`src/hw/rtl/i2c_register_master_macros.svh`:
```
// Assertion macro used by the I2C register master bus engine.
`ifndef I2C_REGISTER_MASTER_MACROS_SVH
`define I2C_REGISTER_MASTER_MACROS_SVH
// Property that must hold on every clock edge out of reset.
`define I2CRM_ASSERT(label, prop, msg) \
    label: assert property (@(posedge clk) disable iff (!rst_n) (prop)) else $error(msg);
`endif

```
`src/hw/rtl/i2crm_pkg.sv`:
```
// Shared types and constants for the I2C register master.
`timescale 1ns / 1ps
`default_nettype none
package i2crm_pkg;
    localparam int InWidth = 27;
    localparam int OutWidth = 16;
    localparam logic [1:0] OP_TICK = 2'd0;
    localparam logic [1:0] OP_WRITE = 2'd1;
    localparam logic [1:0] OP_READ = 2'd2;
    localparam logic [1:0] OP_BYTE = 2'd3;
    localparam logic [1:0] CFG_ADDR = 2'd0;
    localparam logic [1:0] CFG_HALF = 2'd1;
    localparam logic [1:0] CFG_POLL = 2'd2;

    typedef enum logic [3:0] {
        PH_IDLE, PH_START, PH_TX_LOW, PH_TX_HIGH, PH_ACK_LOW, PH_ACK_HIGH,
        PH_ACK_END, PH_WAIT_BYTE, PH_RX_HIGH, PH_RX_LOW, PH_MACK, PH_STOP
    } phase_t;

    typedef enum logic [1:0] {KIND_ADDR, KIND_REG, KIND_DATA} kind_t;

    // Input beat: opcode, reg_addr, length, wr_byte, sda_in from bit 0 up.
    typedef struct packed {
        logic       sda_in;
        logic [7:0] wr_byte;
        logic [7:0] length;
        logic [7:0] reg_addr;
        logic [1:0] opcode;
    } item_t;

    // Result beat from bit 0 up.
    typedef struct packed {
        logic       nack_seen;
        logic       done_res;
        logic       busy_res;
        logic       rd_last;
        logic [7:0] rd_byte;
        logic       rd_valid;
        logic       byte_request;
        logic       sda_pull_low;
        logic       scl_pull_low;
    } result_t;
endpackage
`default_nettype wire

```
`src/hw/rtl/i2c_register_master.sv`:
```
// I2C register master top level: config registers, tick queue and bus engine.
// A tick beat passes through the queue and then the engine's output register to become a result beat.
// Throughput: one tick per clock; the engine's output register decides the stall.
// Bus timing is counted in ticks, half_ticks ticks per bus step (a setting of zero counts as one).
// Reset: async active low; bus idle with both lines released, registers at defaults.
`timescale 1ns / 1ps
`default_nettype none
module i2c_register_master
(
    input  wire        clk,
    input  wire        rst_n,
    input  wire        s_axis_tvalid,
    output logic       s_axis_tready,
    input  wire [31:0] s_axis_tdata,   // opcode, reg_addr, length, wr_byte, sda_in
    output logic       m_axis_tvalid,
    input  wire        m_axis_tready,
    output logic [15:0] m_axis_tdata,  // scl, sda, byte_req, rd_valid, rd_byte,
                                       // rd_last, busy, done, nack_seen
    input  wire        cfg_valid,
    output logic       cfg_ready,
    input  wire [1:0]  cfg_index,
    input  wire [7:0]  cfg_data
);
    logic [6:0] addr_reg;
    logic [7:0] half_reg, poll_reg;
    logic       q_valid, q_ready;
    i2crm_pkg::item_t q_item;
    i2crm_pkg::result_t res;

    assign cfg_ready = 1'b1;

    always_ff @(posedge clk or negedge rst_n)
    begin
        if (!rst_n)
        begin
            addr_reg <= 7'd56;
            half_reg <= 8'd8;
            poll_reg <= 8'd102;
        end
        else if (cfg_valid)
        begin
            if (cfg_index == i2crm_pkg::CFG_ADDR) addr_reg <= cfg_data[6:0];
            if (cfg_index == i2crm_pkg::CFG_HALF) half_reg <= cfg_data;
            if (cfg_index == i2crm_pkg::CFG_POLL) poll_reg <= cfg_data;
        end
    end

    i2crm_fifo u_fifo
    (
        .clk(clk), .rst_n(rst_n),
        .in_valid(s_axis_tvalid), .in_ready(s_axis_tready),
        .in_item(i2crm_pkg::item_t'(s_axis_tdata[i2crm_pkg::InWidth-1:0])),
        .out_valid(q_valid), .out_ready(q_ready), .out_item(q_item)
    );

    i2crm_engine u_engine
    (
        .clk(clk), .rst_n(rst_n),
        .in_valid(q_valid), .in_ready(q_ready), .in_item(q_item),
        .dev_addr(addr_reg), .half_ticks(half_reg), .poll_limit(poll_reg),
        .out_valid(m_axis_tvalid), .out_ready(m_axis_tready), .out_res(res)
    );

    assign m_axis_tdata = res;
endmodule
`default_nettype wire

```
`src/hw/rtl/i2crm_fifo.sv`:
```
// Two-entry queue between the input stage and the bus engine.
`timescale 1ns / 1ps
`default_nettype none
module i2crm_fifo
(
    input  wire                   clk,
    input  wire                   rst_n,
    input  wire                   in_valid,
    output logic                  in_ready,
    input  wire i2crm_pkg::item_t in_item,
    output logic                  out_valid,
    input  wire                   out_ready,
    output i2crm_pkg::item_t      out_item
);
    i2crm_pkg::item_t mem_reg [2];
    logic       wp_reg, rp_reg;
    logic [1:0] cnt_reg, cnt_next;
    logic       push, pop;

    assign in_ready  = cnt_reg != 2'd2;
    assign out_valid = cnt_reg != 2'd0;
    assign out_item  = mem_reg[rp_reg];
    assign push = in_valid && in_ready;
    assign pop  = out_valid && out_ready;

    always_comb
    begin
        cnt_next = cnt_reg + {1'b0, push} - {1'b0, pop};
    end

    always_ff @(posedge clk or negedge rst_n)
    begin
        if (!rst_n)
        begin
            wp_reg <= 1'b0;
            rp_reg <= 1'b0;
            cnt_reg <= 2'd0;
        end
        else
        begin
            if (push) wp_reg <= ~wp_reg;
            if (pop) rp_reg <= ~rp_reg;
            cnt_reg <= cnt_next;
        end
    end

    always_ff @(posedge clk)
    begin
        if (push) mem_reg[wp_reg] <= in_item;
    end
endmodule
`default_nettype wire

```
`src/hw/rtl/i2crm_engine.sv`:
```
// Bus engine: one tick per item, result held in an output register.
`timescale 1ns / 1ps
`default_nettype none
`include "i2c_register_master_macros.svh"
module i2crm_engine
(
    input  wire                   clk,
    input  wire                   rst_n,
    input  wire                   in_valid,
    output logic                  in_ready,
    input  wire i2crm_pkg::item_t in_item,
    input  wire [6:0]             dev_addr,
    input  wire [7:0]             half_ticks,
    input  wire [7:0]             poll_limit,
    output logic                  out_valid,
    input  wire                   out_ready,
    output i2crm_pkg::result_t    out_res
);
    i2crm_pkg::phase_t phase_reg, phase_next;
    i2crm_pkg::kind_t  kind_reg, kind_next;
    logic [7:0] div_reg, div_next, shift_reg, shift_next, left_reg, left_next;
    logic [7:0] poll_reg, poll_next, rlatch_reg, rlatch_next;
    logic [3:0] bit_reg, bit_next;
    logic       nack_reg, nack_next, rmode_reg, rmode_next;
    logic [1:0] line_reg, line_next, drv;
    logic [7:0] step_len;
    logic       ov_reg;
    i2crm_pkg::result_t res_reg, res_next;
    logic       go;

    assign in_ready  = !ov_reg || out_ready;
    assign go        = in_valid && in_ready;
    assign out_valid = ov_reg;
    assign out_res   = res_reg;
    assign step_len  = (half_ticks == 8'd0) ? 8'd1 : half_ticks;

    always_comb
    begin
        phase_next = phase_reg; kind_next = kind_reg; div_next = div_reg;
        shift_next = shift_reg; left_next = left_reg; poll_next = poll_reg;
        rlatch_next = rlatch_reg; bit_next = bit_reg; nack_next = nack_reg;
        rmode_next = rmode_reg; line_next = line_reg; res_next = '0; drv = 2'd0;
        if (phase_reg == i2crm_pkg::PH_IDLE && (in_item.opcode == i2crm_pkg::OP_WRITE
            || in_item.opcode == i2crm_pkg::OP_READ))
        begin
            rmode_next = in_item.opcode == i2crm_pkg::OP_READ;
            left_next = in_item.length; rlatch_next = in_item.reg_addr;
            nack_next = 1'b0; poll_next = 8'd0; kind_next = i2crm_pkg::KIND_ADDR;
            shift_next = 8'd0; phase_next = i2crm_pkg::PH_START;
            bit_next = 4'd0; div_next = step_len;
        end
        else if (phase_reg == i2crm_pkg::PH_WAIT_BYTE
            && in_item.opcode == i2crm_pkg::OP_BYTE)
        begin
            shift_next = in_item.wr_byte; phase_next = i2crm_pkg::PH_TX_LOW;
            bit_next = 4'd0; div_next = step_len;
        end
        res_next.byte_request = phase_next == i2crm_pkg::PH_WAIT_BYTE;
        unique case (phase_next)
            i2crm_pkg::PH_START: drv = bit_next == 4'd0 ? 2'd0 :
                                       (bit_next == 4'd1 ? 2'd2 : 2'd3);
            i2crm_pkg::PH_TX_LOW: drv = shift_next[7] ? 2'd1 : 2'd3;
            i2crm_pkg::PH_TX_HIGH: drv = shift_next[7] ? 2'd0 : 2'd2;
            i2crm_pkg::PH_ACK_LOW, i2crm_pkg::PH_ACK_END, i2crm_pkg::PH_RX_LOW,
            i2crm_pkg::PH_WAIT_BYTE: drv = 2'd1;
            i2crm_pkg::PH_ACK_HIGH, i2crm_pkg::PH_RX_HIGH: drv = 2'd0;
            i2crm_pkg::PH_MACK: drv = {left_next > 8'd1, bit_next != 4'd1};
            i2crm_pkg::PH_STOP: drv = bit_next == 4'd0 ? 2'd3 :
                                      (bit_next == 4'd1 ? 2'd2 : 2'd0);
            default: drv = line_reg;
        endcase
        line_next = drv;
        if (phase_next != i2crm_pkg::PH_IDLE && phase_next != i2crm_pkg::PH_WAIT_BYTE)
        begin
            if (div_next > 8'd1)
                div_next = div_next - 8'd1;
            else
            begin
                div_next = step_len;
                unique case (phase_next)
                    i2crm_pkg::PH_START:
                        if (bit_next < 4'd2) bit_next = bit_next + 4'd1;
                        else
                        begin
                            shift_next = {dev_addr, rmode_next};
                            phase_next = i2crm_pkg::PH_TX_LOW; bit_next = 4'd0;
                        end
                    i2crm_pkg::PH_TX_LOW: phase_next = i2crm_pkg::PH_TX_HIGH;
                    i2crm_pkg::PH_TX_HIGH:
                    begin
                        shift_next = {shift_next[6:0], 1'b0};
                        if (bit_next >= 4'd7)
                        begin
                            phase_next = i2crm_pkg::PH_ACK_LOW; bit_next = 4'd0;
                        end
                        else
                        begin
                            phase_next = i2crm_pkg::PH_TX_LOW; bit_next = bit_next + 4'd1;
                        end
                    end
                    i2crm_pkg::PH_ACK_LOW:
                    begin
                        poll_next = 8'd0; phase_next = i2crm_pkg::PH_ACK_HIGH;
                        bit_next = 4'd0;
                    end
                    i2crm_pkg::PH_ACK_HIGH:
                        if (!in_item.sda_in) phase_next = i2crm_pkg::PH_ACK_END;
                        else if (poll_next >= poll_limit)
                        begin
                            if (kind_next != i2crm_pkg::KIND_REG) nack_next = 1'b1;
                            phase_next = i2crm_pkg::PH_ACK_END;
                        end
                        else poll_next = poll_next + 8'd1;
                    i2crm_pkg::PH_ACK_END:
                    begin
                        bit_next = 4'd0;
                        if (kind_next == i2crm_pkg::KIND_ADDR)
                        begin
                            if (!rmode_next)
                            begin
                                kind_next = i2crm_pkg::KIND_REG; shift_next = rlatch_next;
                                phase_next = i2crm_pkg::PH_TX_LOW;
                            end
                            else if (left_next == 8'd0) phase_next = i2crm_pkg::PH_STOP;
                            else
                            begin
                                shift_next = 8'd0; phase_next = i2crm_pkg::PH_RX_HIGH;
                            end
                        end
                        else if (kind_next == i2crm_pkg::KIND_REG)
                        begin
                            div_next = 8'd0;
                            if (left_next == 8'd0)
                            begin
                                phase_next = i2crm_pkg::PH_IDLE; line_next = 2'd1;
                                res_next.done_res = 1'b1;
                            end
                            else
                            begin
                                kind_next = i2crm_pkg::KIND_DATA;
                                phase_next = i2crm_pkg::PH_WAIT_BYTE;
                            end
                        end
                        else
                        begin
                            left_next = left_next - 8'd1;
                            if (left_next == 8'd0) phase_next = i2crm_pkg::PH_STOP;
                            else
                            begin
                                phase_next = i2crm_pkg::PH_WAIT_BYTE; div_next = 8'd0;
                            end
                        end
                    end
                    i2crm_pkg::PH_RX_HIGH:
                    begin
                        shift_next = {shift_next[6:0], in_item.sda_in};
                        if (bit_next >= 4'd7)
                        begin
                            res_next.rd_valid = 1'b1;
                            res_next.rd_byte = shift_next;
                            res_next.rd_last = left_next == 8'd1;
                        end
                        phase_next = i2crm_pkg::PH_RX_LOW; bit_next = bit_next + 4'd1;
                    end
                    i2crm_pkg::PH_RX_LOW:
                        if (bit_next >= 4'd8)
                        begin
                            phase_next = i2crm_pkg::PH_MACK; bit_next = 4'd0;
                        end
                        else phase_next = i2crm_pkg::PH_RX_HIGH;
                    i2crm_pkg::PH_MACK:
                        if (bit_next < 4'd2) bit_next = bit_next + 4'd1;
                        else
                        begin
                            left_next = left_next - 8'd1; bit_next = 4'd0;
                            if (left_next == 8'd0) phase_next = i2crm_pkg::PH_STOP;
                            else
                            begin
                                shift_next = 8'd0; phase_next = i2crm_pkg::PH_RX_HIGH;
                            end
                        end
                    i2crm_pkg::PH_STOP:
                        if (bit_next < 4'd2) bit_next = bit_next + 4'd1;
                        else
                        begin
                            phase_next = i2crm_pkg::PH_IDLE; bit_next = 4'd0;
                            div_next = 8'd0; line_next = 2'd0;
                            res_next.done_res = 1'b1;
                        end
                    default: ;
                endcase
            end
        end
        res_next.scl_pull_low = drv[0];
        res_next.sda_pull_low = drv[1];
        res_next.busy_res = phase_next != i2crm_pkg::PH_IDLE;
        res_next.nack_seen = res_next.done_res && nack_next;
    end

    always_ff @(posedge clk or negedge rst_n)
    begin
        if (!rst_n)
        begin
            phase_reg <= i2crm_pkg::PH_IDLE; kind_reg <= i2crm_pkg::KIND_ADDR;
            div_reg <= 8'd0; shift_reg <= 8'd0; left_reg <= 8'd0; poll_reg <= 8'd0;
            rlatch_reg <= 8'd0; bit_reg <= 4'd0; nack_reg <= 1'b0; rmode_reg <= 1'b0;
            line_reg <= 2'd0; ov_reg <= 1'b0;
        end
        else
        begin
            if (go)
            begin
                phase_reg <= phase_next; kind_reg <= kind_next; div_reg <= div_next;
                shift_reg <= shift_next; left_reg <= left_next; poll_reg <= poll_next;
                rlatch_reg <= rlatch_next; bit_reg <= bit_next; nack_reg <= nack_next;
                rmode_reg <= rmode_next; line_reg <= line_next;
            end
            if (go) ov_reg <= 1'b1;
            else if (out_ready) ov_reg <= 1'b0;
        end
    end

    always_ff @(posedge clk)
    begin
        if (go) res_reg <= res_next;
    end

    `I2CRM_ASSERT(a_idle_bits, phase_reg != i2crm_pkg::PH_IDLE || bit_reg == 4'd0, "idle bit")
    `I2CRM_ASSERT(a_done_idle, !(out_valid && out_res.done_res) || !out_res.busy_res, "done busy")
    `I2CRM_ASSERT(a_rd_done, !(out_valid && out_res.rd_valid && out_res.done_res), "rd+done")
    `I2CRM_ASSERT(a_hold, (out_valid && !out_ready) |=> $stable(out_res), "hold")
endmodule
`default_nettype wire
```
`config.mk`:
```
export PLATFORM = sky130hd
export DESIGN_NAME = i2c_register_master
export DESIGN_NICKNAME = d
export VERILOG_FILES = /design/src/hw/rtl/i2crm_pkg.sv /design/src/hw/rtl/i2c_register_master.sv /design/src/hw/rtl/i2crm_fifo.sv /design/src/hw/rtl/i2crm_engine.sv
export VERILOG_INCLUDE_DIRS = /design/src /design/src/hw/rtl
export SDC_FILE = /design/constraint.sdc
export NUM_CORES = 1
export LEC_CHECK = 0
export BUFFER_PORTS_ARGS = -buffer_cell sky130_fd_sc_hd__buf_2
export CELL_PAD_IN_SITES_DETAIL_PLACEMENT = 1
export CELL_PAD_IN_SITES_GLOBAL_PLACEMENT = 1
export CORE_MARGIN = 10
export CORE_UTILIZATION = 52
export CTS_CLUSTER_SIZE = 24
export DETAILED_ROUTE_END_ITERATION = 12
export PLACE_DENSITY = 0.88
export SLEW_MARGIN = 20
export SYNTH_ARGS = -nofsm -noshare
export SYNTH_HDL_FRONTEND = slang
export SYNTH_HIERARCHICAL = 1
export SYNTH_SLANG_ARGS = --single-unit
export TNS_END_PERCENT = 5
```
`constraint.sdc`:
```
create_clock -name clk -period 9.6 [get_ports clk]
set_clock_uncertainty 0.2 [all_clocks]
set_input_delay 0.96 -clock clk [delete_from_list [all_inputs] [get_ports clk]]
set_output_delay 0.96 -clock clk [all_outputs]
set_load 0.005 [all_outputs]
```
Yosys cells after proc, flatten, opt, wreduce, memory -nomap -nowiden
Memories as Yosys holds them, arrays and structs flattened.
Cells that the tools add are included.
{ "totals": {"n_memories": 1, "output_inout_bits": 19, "in_bits": 47, "register_bits": 98, "elab_cells": 202, "ramBits": 54} }
{ "mem_list": {"columns": ["name", "words", "word_bits", "rd", "rd_clocked_by_memory_dff", "write_ports", "line_no", "rtl"], "rows": [
  ["u_fifo.mem_reg", 2, 27, 1, 0, 1, "i2crm_fifo.sv:15", "i2crm_pkg::item_t mem_reg [2];"]
]} }
{ "classes": {"reduce_logical": 29, "eq_ne": 24, "muxes": 104, "bitwise": 5, "n_addsub": 6, "magnitude_cmp": 6} }
{ "ops": {"columns": ["operator", "n"], "rows": [
  ["2-to-1 mux 8 bit", 31],
  ["2-to-1 mux 4 bit", 20],
  ["one-hot mux 8 bit (2 select lines)", 3],
  ["2-to-1 mux 2 bit", 22],
  ["one-hot mux 4 bit (10 select lines)", 1],
  ["one-hot mux 8 bit (5 select lines)", 1],
  ["zero test 8 bit", 3],
  ["== test 4 x 3 -> 1 bit, second input constant", 5],
  ["2-to-1 mux 1 bit", 20],
  ["one-hot mux 4 bit (5 select lines)", 1],
  ["== test 4 bit, second input constant", 4],
  ["greater-than comparator 8 x 1 -> 1 bit, second input constant", 2],
  ["subtractor 8 x 1 -> 8 bit, second input constant", 2],
  ["one-hot mux 2 bit (7 select lines)", 1],
  ["adder 8 x 1 -> 8 bit, second input constant", 1],
  ["== test 4 x 1 -> 1 bit, second input constant", 2],
  ["== test 4 x 2 -> 1 bit, second input constant", 2],
  ["== test 8 x 1 -> 1 bit, second input constant", 1],
  [">= comparator 8 bit", 1],
  ["zero test 4 bit", 2],
  ["nonzero test 4 bit", 2],
  ["OR reduction 4 bit", 2],
  ["== test 2 x 1 -> 1 bit, second input constant", 3],
  ["== test 2 bit, second input constant", 3],
  ["22 further kinds", 39]
]} }

Logic depth before layout (Yosys ltp)
Gate-level depths: netlist of the first run.
An unclocked memory read counts as a cell.
{ "depth": {"word_depth": 15, "mapped_depth": 21, "depth_no_buf": 16} }

Modules after synthesis
The synthesis of the first run kept the hierarchy.
{ "modules_own_cells": {"columns": ["mod", "seq_area_each_um2", "n_inst", "cells_each", "area_each_um2"], "rows": [
  ["i2crm_engine", 1856.8, 1, 713, 5694.2],
  ["i2crm_fifo", 1721.7, 1, 101, 2158.3],
  ["i2c_register_master", 585.6, 1, 51, 897.1]
]} }

Worst setup path before layout of the first run
OpenSTA, ideal clock, no wires.
{ "synth_timing": {"path_kind": "register -> register", "startpoint": "register u_fifo.rp_reg", "endpoint": "register u_engine.div_reg[1]", "synth_period_minus_slack_ps": 4785, "setup_ps": 82, "path_slack_ps": 4815, "required_ps": 9318, "arrival_time_ps": 4503, "path_stages_with_launch": 21, "path_buffers": 6, "path_cell_list": "dfrtp_1 buf_6 mux2_2 inv_1 ha_1 buf_4 or3_1 clkbuf_1 nor2_2 buf_2 buf_2 mux2i_1 ha_1 clkbuf_1 nand3b_1 a211o_1 a32oi_1 nand4_1 a211oi_2 nand3_1 a31oi_1"} }
{ "synth_rtl": {"columns": ["element", "line_no", "rtl"], "rows": [
  ["start, declared", "i2crm_fifo.sv:16", "logic wp_reg, rp_reg;"],
  ["start signal, assigned", "i2crm_fifo.sv:42", "if (pop) rp_reg <= ~rp_reg;"],
  ["end signal, assigned", "i2crm_engine.sv:213", "phase_reg <= phase_next; kind_reg <= kind_next; div_reg <= div_next;"],
  ["end, declared", "i2crm_engine.sv:21", "logic [7:0] div_reg, div_next, shift_reg, shift_next, left_reg, left_next;"]
]} }

==> impl_metrics.yaml, run 1 <==
setup_path:
  critical_path_arrival_ns: 6.60
  cp_num_buf_inv: 2
  cp-end-kind: "flip-flop"
  crit_type: "reg2reg"
  crit_required_ns: 9.68
  slowest_delay_ns: 0.98
  cp_top_family: "simple AND/OR/NAND/NOR gates"
  worst-path-max-fanout: 37
  critical-path-slowest-cell: "a211oi_1"
  worst_setup_path_start_kind: "flip-flop"
  path_cells: "buf_4, mux2_2, inv_1, ha_1, nor3_2, nand2_2, and2_1, ha_1, a211oi_1, o21ai_0, a211oi_1, nand4_1, nor2_1, o2111ai_1, o21ai_0, a21oi_1"
floorplanning:
  coreArea_um2: 16500
  die-height_um: 150
  die_x_um: 150
  die-area_um2: 22400
  rows: 47
  start_util: 0.529
  ios: 66
cts:
  post_cts_buffers: 0
  root_buffer: "clkbuf_16"
  numCtsBuffers: 17
  clkLatencyLatePin_ns: 0.43
  clockBufferDepth: 2
  cts_tree: "built"
  path_clk_slew_ns: 0.07
  cts-hold-fix-buffers: 0
  htreeDepth: 4
  post_cts_resized: 0
  clock-sinks: 152
sta:
  drv_slew: 0
  fin_crit_sh: 0.679
  max_freq_ghz: 0.154
  rsz0062_at_grt: "false"
  slew_headroom: 0.227
  hold_violations: 0
  fin_tns_setup_ns: 0
  fin_hold_ws_ns: 0.207
  period_needed_ns: 6.51
  setup_viol: 0
  tightest_slew_ns: 1.15
drt:
  ant_nets: 0
  dr.pass1.iters: 6
  wirelength_mm: 29.1
  viasPerCell: 6.70
  vias: 7624
  drc: 0
  routedWlPerCell_um: 25.6
  first_iter_violations: 849
synth:
  ys_seq_elements: 152
  muxShareOfSynthArea: 0.101
  yosysTopAreaCell: "edfxtp_1"
  yosys_warnings: 6
  synth_xor_area_frac: 0.00701
  synth_area_leaders: "edfxtp_1 (24%), dfrtp_1 (21%), mux2_2 (7.7%), nand2_1 (3.6%), a21oi_1 (3.6%)"
  synth_seq_area_share: 0.476
  synth.cell_area_um2: 8750
  syn-num-nets: 933
  synth-compound-area-share: 0.161
  synthAdderAreaFrac: 0.0300
  synth_edf_count: 70
  synth-main-ff-cell: "dfrtp_1"
  synth.most_common_cell: "nand2_1"
  syn_inst: 865
  synth_common_cells: "nand2_1 (85), nor2_1 (83), dfrtp_1 (74)"
  async_flop_share: 0.539
  ys_types: 88
  yosys.area.top_type_share: 0.240
  synth_top_family_by_area: "simple AND/OR/NAND/NOR gates"
  yosys.area_share.simple: 0.187
  syn_area_per_cell_um2: 10.1
cells_and_area:
  drive_gt1_frac: 0.224
  layout.nets: 972
  largest_reg_flops: 54
  area_growth_pct: 11.7
  fin_util: 0.592
power:
  leakagePower_nw: 3.83
  ir_drop_mv: 0.226
  p_int_mw: 1.47
  power_frac_comb: 0.303
  p_sw_mw: 0.839
  power.share.clock: 0.302
  pwr-share-seq: 0.396
  p_per_area_nw_per_um2: 237
  swShare: 0.363
placed_design:
  io_buffers: 59
  dpl.hpwl_mm: 18.6
  gp_congestion: 0.902
global_routing:
  grtUsageTotal: 0.263
  grt_max_degree: 67
  gr-total-overflow: 0
  grt_pass1_wl_mm: 46.0
  grt_pass1_vias: 8014
  grt_antenna_before_repair: 1
worst_hold_path:
  hold_path.class: "in2async"
run:
  maxCapViolCount: 0
outcome:
  outcome: "completed"
-- per-stage QoR --
step,total power [mW],cell area (um^2),std cells,worst slack (ns)
after floorplan,1.37,8750,865,4.82
after global placement,1.54,9170,1105,3.77
after CTS,2.30,9770,1137,3.37
after global routing,2.41,9770,1137,2.90
after detailed placement,1.59,9170,1105,3.64
final,2.31,9770,1138,3.09
-- cells in the final DEF (no fill, tap or decap), types with 4 or more instances in the layout --
cell,netlist,final
a41oi_1,4,4
buf_2,8,58
buf_4,3,13
a221o_1,9,9
nor2_2,3,4
clkbuf_16,0,17
nor3_1,30,30
or2_2,6,6
inv_8,0,4
nor4_1,9,9
o21a_1,4,4
nand3_1,20,20
inv_1,22,22
a21o_1,7,7
a21oi_1,63,63
xnor2_1,6,6
nand3b_1,5,5
and2_1,10,10
mux2i_1,16,16
o211ai_1,7,7
o31ai_1,5,5
and3_1,6,6
a221oi_1,7,7
mux2_2,60,60
dfrtp_1,74,74
nand2b_1,12,12
nor2b_1,10,10
nand4_1,12,12
dfstp_2,8,8
nor2_1,83,82
a22o_1,4,4
ha_1,21,21
o21ai_0,44,44
a211oi_1,7,7
or3_1,6,6
a31oi_1,6,6
nand2_1,85,85
edfxtp_1,70,70
-- power by group through the flow --
stage          clock network [mW]  logic, mW  registers (mW)
3_5_place_dp                    0      0.670           0.920
6_report                    0.698      0.700           0.915
4_1_cts                     0.704      0.687           0.913
3_3_place_gp                    0      0.636           0.905
2_1_floorplan                   0      0.476           0.893
5_1_grt                     0.730      0.754           0.925
-- worst reg2reg max path, delay by kind of cell (launching register included) --
kind                     cells  cell delay (ns)
adder cells (fa/ha/maj)      2             0.72
buffers and inverters        2             0.46
multiplexers                 1             0.45
AND/OR/NAND/NOR              5             2.29
flip-flops                   1             0.36
AO/OA/AOI/OAI                6             1.89
-- cell type report --
cell class	count	area, um^2
Antenna cell	1	2.50
Clock buffer	18	439
Clock inverter	14	163
Fill cell	1805	6750
Inverter	23	86.3
Multi-Input combinational cell	639	4260
Sequential cell	152	4160
Tap cell	220	275
Timing Repair Buffer	71	388
-- metal layers --
layer	GRT usage	vias to the layer above	routed length (um)
met5	0	-	0
met4	0.144	0	1340
met3	0.0616	114	2140
met2	0.431	451	14200
met1	0.313	3772	11400
li1	-	3287	-
-- logic make-up (layout without fill, tap and decap cells) --
logic type               after synthesis  count (layout)
AO/OA/AOI/OAI                        210             210
XOR/XNOR                               7               7
adder cells (fa/ha/maj)               21              21
buffers and inverters                 74             126
flip-flops                           152             152
multiplexers                          78              78
other                                  1               2
AND/OR/NAND/NOR                      322             322
-- path summary, 6_finish.rpt --
check                                     start  depth (start not counted)  slack [ns]                endpoint
max in group asynchronous                 rst_n                          2        7.83  u_engine/rlatch_reg[3]
min                                       rst_n                          1        0.21    u_engine/left_reg[6]
max reg2reg                       u_fifo/rp_reg                         16        3.09    u_engine/poll_reg[7]
min reg2reg                u_engine/line_reg[1]                          2        0.29    u_engine/line_reg[1]
min in group clk           u_engine/line_reg[1]                          2        0.29    u_engine/line_reg[1]
max                               u_fifo/rp_reg                         16        3.09    u_engine/poll_reg[7]
Power figures use the tool's default switching activity.
==> run 2: changes to the inputs <==
--- a/config.mk
+++ b/config.mk
@@ -10,10 +10,10 @@
 export CELL_PAD_IN_SITES_DETAIL_PLACEMENT = 1
 export CELL_PAD_IN_SITES_GLOBAL_PLACEMENT = 1
 export CORE_MARGIN = 10
-export CORE_UTILIZATION = 52
+export CORE_UTILIZATION = 43
 export CTS_CLUSTER_SIZE = 24
 export DETAILED_ROUTE_END_ITERATION = 12
-export PLACE_DENSITY = 0.88
+export PLACE_DENSITY = 0.78
 export SLEW_MARGIN = 20
 export SYNTH_ARGS = -nofsm -noshare
 export SYNTH_HDL_FRONTEND = slang
==> constraint.sdc (replaced) <==
create_clock -name clk -period 5.7 [get_ports clk]
set_clock_uncertainty 0.2 [all_clocks]
set_input_delay 0.57 -clock clk [delete_from_list [all_inputs] [get_ports clk]]
set_output_delay 0.57 -clock clk [all_outputs]
set_load 0.005 [all_outputs]
==> impl_metrics.yaml, run 2 (synthesis results as in run 1) <==
floorplanning:
  ios: 66
  rows: 52
  coreArea_um2: 20100
  die-height_um: 163
  die-area_um2: 26500
  start_util: 0.435
  die_x_um: 163
sta:
  fin_crit_sh: 0.905
  rsz0062_at_grt: "false"
  setup_ws_ns: 0.541
  max_freq_ghz: 0.194
  period_needed_ns: 5.16
  slew_headroom: 0.410
  tightest_slew_ns: 0.879
  setup_viol: 0
  hold_violations: 0
  drv_slew: 0
  fin_tns_setup_ns: 0
placed_design:
  dpl.hpwl_mm: 18.0
  io_buffers: 59
  place_ws_ns: 0.744
  gp_congestion: 0.877
cts:
  clkLatencyLatePin_ns: 0.44
  root_buffer: "clkbuf_16"
  htreeDepth: 4
  clock-sinks: 152
  cts_tree: "built"
  path_clk_slew_ns: 0.08
  clockBufferDepth: 2
  numCtsBuffers: 17
outcome:
  outcome: "completed"
setup_path:
  crit_start: "u_fifo/rp_reg"
  rrSetupSlack_ns: 0.54
  crit_required_ns: 5.86
  crit_type: "reg2reg"
  reg2regPathDepth: 13
  cp-end-kind: "flip-flop"
  rr_endpoint: "u_engine/shift_reg[5]"
  worst_setup_path_start_kind: "flip-flop"
  worst-path-max-fanout: 12
  critical_path_arrival_ns: 5.32
  reg2reg_from: "u_fifo/rp_reg"
cells_and_area:
  fin_util: 0.493
  layout.nets: 982
  largest_reg_flops: 54
  antennaDiodeCount: 0
  fill_cells: 2255
  drive_gt1_frac: 0.231
  layout_commonest_cell: "nand2_1"
  area_growth_pct: 13.2
  most-common-layout-cells: "nand2_1 (85), nor2_1 (82), dfrtp_1 (74)"
drt:
  ant_nets: 0
  viasPerCell: 6.06
  vias: 7253
  first_iter_violations: 629
  routedWlPerCell_um: 21.9
  dr.pass1.iters: 5
  wirelength_mm: 26.3
  drc: 0
global_routing:
  grt_pass1_vias: 7778
  grt_max_degree: 65
  grt_pass1_wl_mm: 42.8
  gr-total-overflow: 0
  grt_antenna_before_repair: 0
  grtUsageTotal: 0.202
run:
  maxCapViolCount: 0
worst_hold_path:
  whs_path_depth: 1
  hold_start: "s_axis_tdata[6]"
  hold_path.class: "in2reg"
  hold_path_end: "u_fifo/mem_reg[0][6]"
power:
  ir_drop_mv: 0.295
  leakagePower_nw: 3.87
  p_per_area_nw_per_um2: 385
run 2: metal layers:
| metal | part of all wire | wire, um | vias up | global-route usage |
|---|---|---|---|---|
| li1 | - | - | 3315 | - |
| met1 | 0.44 | 11500 | 3683 | 0.259 |
| met2 | 0.49 | 12900 | 223 | 0.339 |
| met3 | 0.053 | 1400 | 32 | 0.0346 |
| met4 | 0.016 | 413 | 0 | 0.0676 |
| met5 | 0 | 0 | - | 0 |
run 2: layout make-up:
type                            count  area (um^2)  area share
Timing Repair Buffer               81          465      0.0470
Multi-Input combinational cell    639         4250       0.429
Tap cell                          270          338      0.0341
Clock buffer                       17          425      0.0429
Inverter                           23         86.3     0.00872
Clock inverter                     15          176      0.0178
Sequential cell                   152         4160       0.420
run 2: critical path, cell delays in order (launching register included):
cell and delay (ns):
dfrtp_1 0.42, mux2_2 0.39, ha_1 0.48, or3_1 0.43, nor2_2 0.20, mux2i_1 0.40, ha_1 0.59, inv_1 0.25
a21o_1 0.21, a32oi_1 0.32, nand4_1 0.23, o2bb2ai_1 0.23, a21oi_2 0.47, a221o_1 0.27
run 2: metrics by stage:
step	power, mW	std cells	instance area, um^2	hold WS, ns
floorplan	2.30	865	8750	0.0744
global placement	2.63	1164	9290	0.266
detailed placement	2.67	1164	9290	0.276
CTS	3.84	1197	9910	0.107
global route	4.02	1197	9910	0.101
finish	3.82	1197	9910	0.116
run 2: where the power goes:
part / internal (mW) / switching [mW] / total (mW)
registers: 1.40 / 0.157 / 1.56
clock network: 0.593 / 0.556 / 1.15
logic: 0.413 / 0.698 / 1.11
total: 2.40 / 1.41 / 3.82
run 2: how the worst max path moves through the flow:
stage	to	slack, ns	cells after the start
after global placement	u_engine/div_reg[1]	0.91	14
after floorplan	u_engine/div_reg[1]	0.92	20
after global routing	u_engine/shift_reg[1]	0.29	14
after CTS	u_engine/shift_reg[1]	0.66	13
after detailed placement	u_engine/shift_reg[4]	0.74	13
final	u_engine/shift_reg[5]	0.54	13
run 2: repair_timing:
item,in CTS,in global routing
buffers inserted,0,0
endpoints found under the hold margin,18,0
hold buffers,1,0
gates resized for setup,0,0
